==> src/rtl/mrpt_pkg.sv <==
// package for the 64-bit miller-rabin prime test core
package mrpt_pkg;

    localparam int unsigned WordW = 64;
    localparam int unsigned WitnessCnt = 12;
    localparam int unsigned WidxW = 4;
    localparam int unsigned BitW = 6;
    localparam int unsigned MulStepW = 7;

    typedef enum logic [3:0] {
        ST_IDLE,
        ST_DECOMP,
        ST_WSEL,
        ST_POW_BIT,
        ST_POW_MUL,
        ST_POW_SQR,
        ST_CHECK,
        ST_SQ_MUL,
        ST_SQ_CHECK,
        ST_DONE
    } mrpt_state_t;

    typedef enum logic [2:0] {
        OP_NONE,
        OP_LOAD,
        OP_SHIFT_D,
        OP_WIT_INIT,
        OP_MUL_ACC_BASE,
        OP_MUL_BASE_BASE,
        OP_MUL_ACC_ACC
    } mrpt_op_t;

    typedef struct packed {
        mrpt_op_t   op;
        logic [WidxW-1:0] widx;
    } mrpt_cmd_t;

    typedef struct packed {
        logic small_prime;
        logic small_comp;
        logic d_odd;
        logic wit_below;
        logic e_zero;
        logic e_lsb;
        logic mul_busy;
        logic x_one;
        logic x_nm1;
        logic r_last;
    } mrpt_status_t;

    function automatic logic [WordW-1:0] witness_value(input logic [WidxW-1:0] idx);
        logic [WordW-1:0] v;
        case (idx)
            4'd0:    v = 64'd2;
            4'd1:    v = 64'd3;
            4'd2:    v = 64'd5;
            4'd3:    v = 64'd7;
            4'd4:    v = 64'd11;
            4'd5:    v = 64'd13;
            4'd6:    v = 64'd17;
            4'd7:    v = 64'd19;
            4'd8:    v = 64'd23;
            4'd9:    v = 64'd29;
            4'd10:   v = 64'd31;
            4'd11:   v = 64'd37;
            default: v = 64'd37;
        endcase
        return v;
    endfunction

endpackage

==> src/rtl/miller_rabin_prime_test_64_core.sv <==
// top level of the 64-bit deterministic miller-rabin prime test core
// usage:
//   s_valid/s_ready/s_candidate carry one 64-bit number per transfer
//   m_valid/m_ready/m_is_prime return one bit per candidate, 1 when prime
// work per candidate:
//   small and even values go straight to ST_DONE, which then sets the registered m_valid
//   odd values: up to 12 witnesses, each a modular power of up to 126
//   multiplications plus up to 62 squarings; each multiplication is worked
//   bit-serially in the shift-and-add unit
// throughput:
//   one candidate at a time; the multiplier unit sets the figure
// reset:
//   aresetn low (synchronous) returns the controller to idle, no result pending
// stall:
//   a result held by m_ready low keeps the core from taking a new transfer
module miller_rabin_prime_test_64_core
    import mrpt_pkg::*;
#(
    parameter int unsigned NUM_WITNESSES = 12
)
(
    input  logic             aclk,
    input  logic             aresetn,
    input  logic             s_valid,
    output logic             s_ready,
    input  logic [WordW-1:0] s_candidate,
    output logic             m_valid,
    input  logic             m_ready,
    output logic             m_is_prime
);

    mrpt_cmd_t    cmd;
    mrpt_status_t status;

    mrpt_ctrl #(.NUM_WITNESSES(NUM_WITNESSES)) u_ctrl (
        .aclk       (aclk),
        .aresetn    (aresetn),
        .s_valid    (s_valid),
        .s_ready    (s_ready),
        .m_valid    (m_valid),
        .m_ready    (m_ready),
        .m_is_prime (m_is_prime),
        .status     (status),
        .cmd        (cmd)
    );

    mrpt_datapath u_dp (
        .aclk    (aclk),
        .aresetn (aresetn),
        .cand_in (s_candidate),
        .cmd     (cmd),
        .status  (status)
    );

endmodule

==> src/rtl/mrpt_datapath.sv <==
// datapath: operand registers, shift-and-add modular multiplier, witness state
module mrpt_datapath
    import mrpt_pkg::*;
(
    input  logic               aclk,
    input  logic               aresetn,
    input  logic [WordW-1:0]   cand_in,
    input  mrpt_cmd_t          cmd,
    output mrpt_status_t       status
);

    localparam logic [1:0] DstAcc  = 2'd0;
    localparam logic [1:0] DstBase = 2'd1;
    localparam logic [1:0] DstSqr  = 2'd2;

    logic [WordW-1:0] n_reg, d_reg, e_reg, base_reg, acc_reg;
    logic [BitW-1:0]  s_reg, r_reg;
    logic [WordW-1:0] ma_reg, mb_reg, macc_reg;
    logic [MulStepW-1:0] mcnt_reg;
    logic             mbusy_reg;
    logic [1:0]       mdst_reg;

    logic [WordW-1:0] wit;
    logic [WordW:0]   dbl;
    logic [WordW-1:0] dbl_m, step_v;
    logic [WordW:0]   addv;
    logic [WordW-1:0] add_m;

    assign wit = witness_value(cmd.widx);

    // one multiplier step: double then conditional add, each reduced once
    always_comb begin
        dbl   = {1'b0, macc_reg} + {1'b0, macc_reg};
        dbl_m = (dbl >= {1'b0, n_reg}) ? WordW'(dbl - {1'b0, n_reg}) : dbl[WordW-1:0];
        addv  = {1'b0, dbl_m} + {1'b0, ma_reg};
        add_m = (addv >= {1'b0, n_reg}) ? WordW'(addv - {1'b0, n_reg}) : addv[WordW-1:0];
        step_v = mb_reg[WordW-1] ? add_m : dbl_m;
    end

    always_ff @(posedge aclk) begin
        if (!aresetn) begin
            mbusy_reg <= 1'b0;
            mcnt_reg  <= '0;
        end else begin
            case (cmd.op)
                OP_LOAD: begin
                    n_reg <= cand_in;
                    d_reg <= cand_in - 64'd1;
                    s_reg <= '0;
                end
                OP_SHIFT_D: begin
                    d_reg <= d_reg >> 1;
                    s_reg <= s_reg + BitW'(1);
                end
                OP_WIT_INIT: begin
                    e_reg    <= d_reg;
                    base_reg <= wit;
                    acc_reg  <= 64'd1;
                    r_reg    <= BitW'(1);
                end
                OP_MUL_ACC_BASE, OP_MUL_BASE_BASE, OP_MUL_ACC_ACC: begin
                    ma_reg    <= (cmd.op == OP_MUL_ACC_BASE) ? acc_reg :
                                 (cmd.op == OP_MUL_BASE_BASE) ? base_reg : acc_reg;
                    mb_reg    <= (cmd.op == OP_MUL_ACC_ACC) ? acc_reg : base_reg;
                    mdst_reg  <= (cmd.op == OP_MUL_BASE_BASE) ? DstBase :
                                 (cmd.op == OP_MUL_ACC_ACC) ? DstSqr : DstAcc;
                    macc_reg  <= '0;
                    mcnt_reg  <= '0;
                    mbusy_reg <= 1'b1;
                end
                default: begin
                end
            endcase
            if (mbusy_reg) begin
                macc_reg <= step_v;
                mb_reg   <= mb_reg << 1;
                mcnt_reg <= mcnt_reg + MulStepW'(1);
                if (mcnt_reg == MulStepW'(WordW - 1)) begin
                    mbusy_reg <= 1'b0;
                    case (mdst_reg)
                        DstBase: begin
                            base_reg <= step_v;
                            e_reg    <= e_reg >> 1;
                        end
                        DstSqr: begin
                            acc_reg <= step_v;
                            r_reg   <= r_reg + BitW'(1);
                        end
                        default: acc_reg <= step_v;
                    endcase
                end
            end
        end
    end

    always_comb begin
        status.small_prime = (cand_in == 64'd2) || (cand_in == 64'd3);
        status.small_comp  = (cand_in < 64'd2) || !cand_in[0];
        status.d_odd       = d_reg[0];
        status.wit_below   = wit < n_reg;
        status.e_zero      = (e_reg == '0);
        status.e_lsb       = e_reg[0];
        status.mul_busy    = mbusy_reg;
        status.x_one       = (acc_reg == 64'd1);
        status.x_nm1       = (acc_reg == n_reg - 64'd1);
        status.r_last      = (r_reg >= s_reg);
    end

endmodule

==> src/rtl/mrpt_ctrl.sv <==
// controller state machine sequencing the witness rounds
module mrpt_ctrl
    import mrpt_pkg::*;
#(
    parameter int unsigned NUM_WITNESSES = 12
)
(
    input  logic         aclk,
    input  logic         aresetn,
    input  logic         s_valid,
    output logic         s_ready,
    output logic         m_valid,
    input  logic         m_ready,
    output logic         m_is_prime,
    input  mrpt_status_t status,
    output mrpt_cmd_t    cmd
);

    localparam int unsigned NW = (NUM_WITNESSES > WitnessCnt) ? WitnessCnt : NUM_WITNESSES;

    mrpt_state_t state_reg, state_next;
    logic [WidxW-1:0] widx_reg, widx_next;
    logic res_reg, res_next;
    logic mv_reg, mv_next;

    assign s_ready    = (state_reg == ST_IDLE) && !mv_reg;
    assign m_valid    = mv_reg;
    assign m_is_prime = res_reg;
    assign cmd.widx   = widx_reg;

    always_ff @(posedge aclk) begin
        if (!aresetn) begin
            state_reg <= ST_IDLE;
            widx_reg  <= '0;
            res_reg   <= 1'b0;
            mv_reg    <= 1'b0;
        end else begin
            state_reg <= state_next;
            widx_reg  <= widx_next;
            res_reg   <= res_next;
            mv_reg    <= mv_next;
        end
    end

    always_comb begin
        state_next = state_reg;
        widx_next  = widx_reg;
        res_next   = res_reg;
        mv_next    = mv_reg;
        cmd.op     = OP_NONE;
        if (mv_reg && m_ready) begin
            mv_next = 1'b0;
        end
        case (state_reg)
            ST_IDLE: begin
                if (s_valid && s_ready) begin
                    cmd.op    = OP_LOAD;
                    widx_next = '0;
                    if (status.small_prime) begin
                        res_next   = 1'b1;
                        state_next = ST_DONE;
                    end else if (status.small_comp) begin
                        res_next   = 1'b0;
                        state_next = ST_DONE;
                    end else begin
                        state_next = ST_DECOMP;
                    end
                end
            end
            ST_DECOMP: begin
                if (status.d_odd) begin
                    state_next = ST_WSEL;
                end else begin
                    cmd.op = OP_SHIFT_D;
                end
            end
            ST_WSEL: begin
                if (widx_reg == WidxW'(NW)) begin
                    res_next   = 1'b1;
                    state_next = ST_DONE;
                end else if (!status.wit_below) begin
                    widx_next = widx_reg + WidxW'(1);
                end else begin
                    cmd.op     = OP_WIT_INIT;
                    state_next = ST_POW_BIT;
                end
            end
            ST_POW_BIT: begin
                if (status.e_zero) begin
                    state_next = ST_CHECK;
                end else if (status.e_lsb) begin
                    cmd.op     = OP_MUL_ACC_BASE;
                    state_next = ST_POW_MUL;
                end else begin
                    cmd.op     = OP_MUL_BASE_BASE;
                    state_next = ST_POW_SQR;
                end
            end
            ST_POW_MUL: begin
                if (!status.mul_busy) begin
                    cmd.op     = OP_MUL_BASE_BASE;
                    state_next = ST_POW_SQR;
                end
            end
            ST_POW_SQR: begin
                if (!status.mul_busy) begin
                    state_next = ST_POW_BIT;
                end
            end
            ST_CHECK: begin
                if (status.x_one || status.x_nm1) begin
                    widx_next  = widx_reg + WidxW'(1);
                    state_next = ST_WSEL;
                end else if (status.r_last) begin
                    res_next   = 1'b0;
                    state_next = ST_DONE;
                end else begin
                    cmd.op     = OP_MUL_ACC_ACC;
                    state_next = ST_SQ_MUL;
                end
            end
            ST_SQ_MUL: begin
                if (!status.mul_busy) begin
                    state_next = ST_SQ_CHECK;
                end
            end
            ST_SQ_CHECK: begin
                if (status.x_nm1) begin
                    widx_next  = widx_reg + WidxW'(1);
                    state_next = ST_WSEL;
                end else if (status.x_one || status.r_last) begin
                    res_next   = 1'b0;
                    state_next = ST_DONE;
                end else begin
                    cmd.op     = OP_MUL_ACC_ACC;
                    state_next = ST_SQ_MUL;
                end
            end
            ST_DONE: begin
                mv_next    = 1'b1;
                state_next = ST_IDLE;
            end
            default: state_next = ST_IDLE;
        endcase
    end

    a_no_accept_busy: assert property (@(posedge aclk) disable iff (!aresetn)
        (state_reg != ST_IDLE) |-> !s_ready)
        else $error("input taken while busy");
    a_done_gives_valid: assert property (@(posedge aclk) disable iff (!aresetn)
        (state_reg == ST_DONE) |=> m_valid)
        else $error("result not presented");
    a_widx_range: assert property (@(posedge aclk) disable iff (!aresetn)
        widx_reg <= WidxW'(NW))
        else $error("witness index out of range");

endmodule

==> config.mk <==
export PLATFORM = sky130hd
export DESIGN_NAME = miller_rabin_prime_test_64_core
export DESIGN_NICKNAME = d
export VERILOG_FILES = /design/src/rtl/mrpt_pkg.sv /design/src/rtl/miller_rabin_prime_test_64_core.sv /design/src/rtl/mrpt_datapath.sv /design/src/rtl/mrpt_ctrl.sv
export SDC_FILE = /design/constraint.sdc
export NUM_CORES = 2
export LEC_CHECK = 0
export ABC_CLOCK_PERIOD_IN_PS = 16870
export BUFFER_PORTS_ARGS = -buffer_cell sky130_fd_sc_hd__buf_2
export CORE_ASPECT_RATIO = 1.2
export CORE_MARGIN = 4
export CORE_UTILIZATION = 30
export CTS_CLUSTER_DIAMETER = 30
export DETAILED_ROUTE_END_ITERATION = 10
export PLACE_DENSITY = 0.41
export SLEW_MARGIN = 10
export SYNTH_ARGS = -nofsm -noshare
export SYNTH_HDL_FRONTEND = slang
export SYNTH_SLANG_ARGS = --single-unit
==> constraint.sdc <==
create_clock -name aclk -period 16.87 [get_ports aclk]
set_input_delay 3.374 -clock aclk [delete_from_list [all_inputs] [get_ports aclk]]
set_output_delay 3.374 -clock aclk [all_outputs]
set_load 0.01 [all_outputs]
# Word level (Yosys, flattened, before mapping)
# Memories as Yosys holds them, arrays and structs flattened. A register that Yosys moved wholly into a read port is not among the register bits.
# Index checks and enable logic that the tools add are counted.
dict set report totals {
  register_bits 544
  mem_bits_ro 96
  in_bits 68
  output_inout_bits 3
  elab_cells 177
  n_memories 1
}
# name words width read_ports rd_ports_with_merged_regs write_ports line
set mem_list {}
lappend mem_list {{(name not given)} 16 6 1 1 0 mrpt_pkg.sv:53} ;# case (idx)
dict set report op_classes {
  add_sub_neg 10
  n_lt_le_gt_ge 5
  n_eq_ne 39
  n_mux 81
  n_reduce_logical 23
}
# op count
set op_table {}
lappend op_table {{$mux W64} 22}
lappend op_table {{$add A64 B64 Y65} 2}
lappend op_table {{$ge A65 B64 Y1} 2}
lappend op_table {{$eq A64 B2 Y1 const B} 2}
lappend op_table {{$pmux W64 S2} 1}
lappend op_table {{$sub A64 B1 Y64 const B} 2}
lappend op_table {{$sub A64 B64 Y64} 2}
lappend op_table {{$mux W4} 21}
lappend op_table {{$eq A64 B1 Y1 const B} 1}
lappend op_table {{$eq A64 B64 Y1} 1}
lappend op_table {{$logic_not A64 Y1} 1}
lappend op_table {{$lt A64 B2 Y1 const B} 1}
lappend op_table {{$lt A64 B64 Y1} 1}
lappend op_table {{$pmux W4 S9} 1}
lappend op_table {{$mux W6} 4}
lappend op_table {{$mux W3} 7}
lappend op_table {{$pmux W3 S7} 1}
lappend op_table {{$eq A4 B3 Y1 const B} 4}
lappend op_table {{$mux W1} 16}
lappend op_table {{$ne A2 B2 Y1 const B} 8}
lappend op_table {{$pmux W4 S4} 1}
lappend op_table {{$mux W7} 2}
lappend op_table {{$add A6 B1 Y6 const B} 2}
lappend op_table {{$eq A4 B4 Y1 const B} 3}
lappend op_table {{other kinds (27)} 50}

# Depth between registers and ports, before layout
dict set report logic_depth {
  word_depth 10
  depth_mapped 42
}

# Modules after synthesis
# Synthesis repeated with hierarchy kept, for this count alone.
dict set report unflattened {
  cells_unflattened 4672
  area_unflattened_um2 41424.7
}
# mod n_inst cells_per_inst area_each_um2 seq_area_each_um2
set by_module_without_submodules {}
lappend by_module_without_submodules {mrpt_datapath 1 4552 40512.6 15955.3}
lappend by_module_without_submodules {mrpt_ctrl 1 120 912.1 200.2}

# Worst setup path after synthesis
# OpenSTA, ideal clock, no wires.
dict set report synth_timing {
  path_type {input -> register}
  start {input aresetn}
  end {register u_dp.macc_reg[0], enable pin}
  setup_time_ns 0.617
  arrival_time_ns 9.094
  t_required_ns 16.253
  slack_ns 7.159
  cell_stages 3
  path_cell_list {clkinv_1 > clkbuf_1 > nor2_1}
}
dict set report synth_between {
  elab_chain_len 1
}
# element line
set synth_rtl {}
lappend synth_rtl {{start, declared} miller_rabin_prime_test_64_core.sv:23} ;# input logic aresetn,
lappend synth_rtl {{$reduce_and A2 Y1 (no line)} n/a}
lappend synth_rtl {{end signal, assigned} mrpt_datapath.sv:75} ;# macc_reg <= step_v;
lappend synth_rtl {{end, declared} mrpt_datapath.sv:18} ;# logic [WordW-1:0] ma_reg, mb_reg, macc_reg;
# No other way between the ends.
# A chain may end at the register's enable or synchronous reset.

# Worst setup path in the final report
dict set report layout_timing {
  start {register u_dp.n_reg[28]}
  end {register u_dp.base_reg[9], data pin}
}
dict set report layout_between {
  elab_chain_len 10
  elab_cells_between_ends 22
  cone_classes {4 x add/sub; 3 x order compare; 2 x eq/ne; 12 x mux; 1 x reduce/logical}
}
# element line
set layout_rtl {}
lappend layout_rtl {{start, declared} mrpt_datapath.sv:16} ;# logic [WordW-1:0] n_reg, d_reg, e_reg, base_reg, acc_reg;
lappend layout_rtl {{start signal, assigned} mrpt_datapath.sv:47} ;# n_reg <= cand_in;
lappend layout_rtl {{parallel branches: the longest is 9 deep, another holds $ge A65 B64 Y1} n/a}
lappend layout_rtl {{$mux W64 (*)} mrpt_datapath.sv:74} ;# if (mbusy_reg) begin
lappend layout_rtl {{end signal, assigned} mrpt_datapath.sv:57} ;# base_reg <= wit;
lappend layout_rtl {{end signal, assigned} mrpt_datapath.sv:82} ;# base_reg <= step_v;
lappend layout_rtl {{end, declared} mrpt_datapath.sv:16}
# Mark *: on every way between the ends.

==> metrics <==
run status=completed; area grow syn2layout=18.0%; worst-path cell with the longest stage delay=nor4_1; Post-Route Setup TNS=0 ns; Yosys top cell area share=37.3%; # nets final=5,063; Resized cells post-CTS=0; CP Class=flip-flop to flip-flop; cts hold-fix bufs=0; Synth area leaders=edfxtp_1 37%, ha_1 6.4%, nand2_1 4.9%; clk_lat worst skew=0.79 ns; Starting Density=30.3%; initial antenna violation count=4; syn avg cell area=8.92 sq um; Synth area leader=edfxtp_1; first-pass GRT wire length=256,000 um; syn nets=5,032; Worst-Margin Slew=1.17 ns; Clock Skews=0.0585 ns; list of most frequent post-synthesis cells=554 x nand2_1, 526 x edfxtp_1, 384 x nor2_1, 362 x o21ai_0, 278 x a21oi_1; Total GRT Usage=23.5%; yosys warns=0; Core Footprint=140,000 sq um; Setup WS post-layout=3.41 ns; final global-route overflow total=0; post-place setup slack=3.47 ns; clock slew seen by the registers of the worst setup and hold paths=0.05 ns; vias in the first global route=37,500; Syn Inst Count=4,746; HPWL after DPL=138,000 um; Final Critical Period=13.46 ns; Pre-antenna DRT Iters=5; ANT nets after route=0; CP most frequent cell=o21ai_0; Max transition margin=21.0%; final hold vios=0; setup bufs post-CTS=0; RSZ-0062 raised after global routing=false; vias=38,100; number of flops mapped to enable cells by yosys=526; Clk Tree Root Cell=clkbuf_16; predominant post-synthesis flop cell=edfxtp_1; fin crit share=79.8%; Port Buffers=70; largest net degree at the start of global routing=79; Syn Std Cell Area=42,300 sq um; Slew Viols, Final=0; Startpoint Class=flip-flop; IO Count=71; Critical Path End Type=flip-flop; Max Cap Viol=0; Chip Height=420 um; CP required=17.34 ns; async set-reset flop share out of synthesis=0%; CTS tree=built; Seq/Total Area, Yosys=38.4%; total routed wirelength=177,000 um; share of cells above drive strength 1=11.4%; Longest Clk Path Bufs=3; vias per cell=5.66; CTS Buf Count=148; DRC violations left=0; # setup viols final=0; synthesis-stage register bit count=550; top-count cell post-synth=nand2_1; data arrival time of the worst path=13.93 ns; clock sink count=550; initial DRC count=2,652; routability cong.=0.938; Max Freq=0.0743 GHz; worst-path fanout max=34; die width=351 um; Site Rows=150; Die ar.=147,000 sq um; H-tree Lvls=4; Yosys cell types=97; CP peak stage delay=0.86 ns; Min-Delay Path Class=flip-flop to flip-flop; mean routed wirelength per cell=26.3 um
[cell type report]
cell class / instances / area (sq um)
Antenna cell: 1 / 2.50
Timing Repair Buffer: 129 / 803
Sequential cell: 550 / 16300
Fill cell: 14400 / 89900
Tap cell: 1824 / 2280
Clock buffer: 167 / 3870
Inverter: 181 / 679
Multi-Input combinational cell: 3767 / 24500
Clock inverter: 109 / 1550
[layer usage]
| layer | vias up | GRT usage, % | wire (um) |
|---|---|---|---|
| met4 | 2 | 9.12 | 6880 |
| met2 | 1107 | 39.6 | 84100 |
| li1 | 17900 | - | - |
| met5 | - | 0 | 12 |
| met1 | 18800 | 30.6 | 78400 |
| met3 | 285 | 2.86 | 7500 |
[critical path, delay by kind of cell, from the launching register on]
| kind | cells | cell delay (ns) |
|---|---|---|
| buffers and inverters | 4 | 1.57 |
| and+or+nand+nor | 7 | 2.59 |
| AOI/OAI and AO/OA | 18 | 6.00 |
| DFF | 1 | 0.57 |
| adders and majority gates | 3 | 1.35 |
| muxes | 2 | 0.67 |
| xor gates and xnor gates | 1 | 0.24 |
[cells in the final DEF, fill, tap and decap left out, types with 109 or more instances in the layout]
cell type and instances:
ha_1 215, xnor2_1 174, xor2_1 124, a21o_1 122
mux2i_1 115, clkbuf_16 151, edfxtp_1 526, inv_1 179
nand2_1 552, a31oi_1 109, o21ai_0 362, nand3_1 208
nor2_1 380, a21oi_1 275
[stage by stage]
step | utilization, % | cell area (sq um) | instances | hold slack, ns
finish | 35.7 | 50000 | 6728 | 0.497
global route | 35.7 | 50000 | 6728 | 0.524
CTS | 35.7 | 50000 | 6727 | 0.497
detailed placement | 31.9 | 44500 | 6451 | 0.488
global placement | 31.9 | 44500 | 6451 | 0.486
floorplan | - | 42300 | 4746 | 0.466
[logic make-up after synthesis]
logic type	share of synthesized area [%]
AOI/OAI and AO/OA	19.4
xor gates and xnor gates	6.16
adders and majority gates	6.50
buffers and inverters	3.98
DFF	38.4
muxes	5.41
and+or+nand+nor	20.1
[worst paths after layout]
kind	cells after the start	endpoint	slack, ns	from
worst max-delay path	35	u_dp.base_reg[9]$_DFFE_PP_	3.41	u_dp.n_reg[28]$_DFFE_PP_
worst min-delay path	2	u_dp.mcnt_reg[2]$_SDFFE_PN0N_	0.50	u_dp.mcnt_reg[2]$_SDFFE_PN0N_
worst max register to register	35	u_dp.base_reg[9]$_DFFE_PP_	3.41	u_dp.n_reg[28]$_DFFE_PP_
worst min register to register	2	u_dp.mcnt_reg[2]$_SDFFE_PN0N_	0.50	u_dp.mcnt_reg[2]$_SDFFE_PN0N_
Power is left out: the tool's default activity adds up to more than one toggle a clock period on the data nets, which glitch-free logic cannot reach.
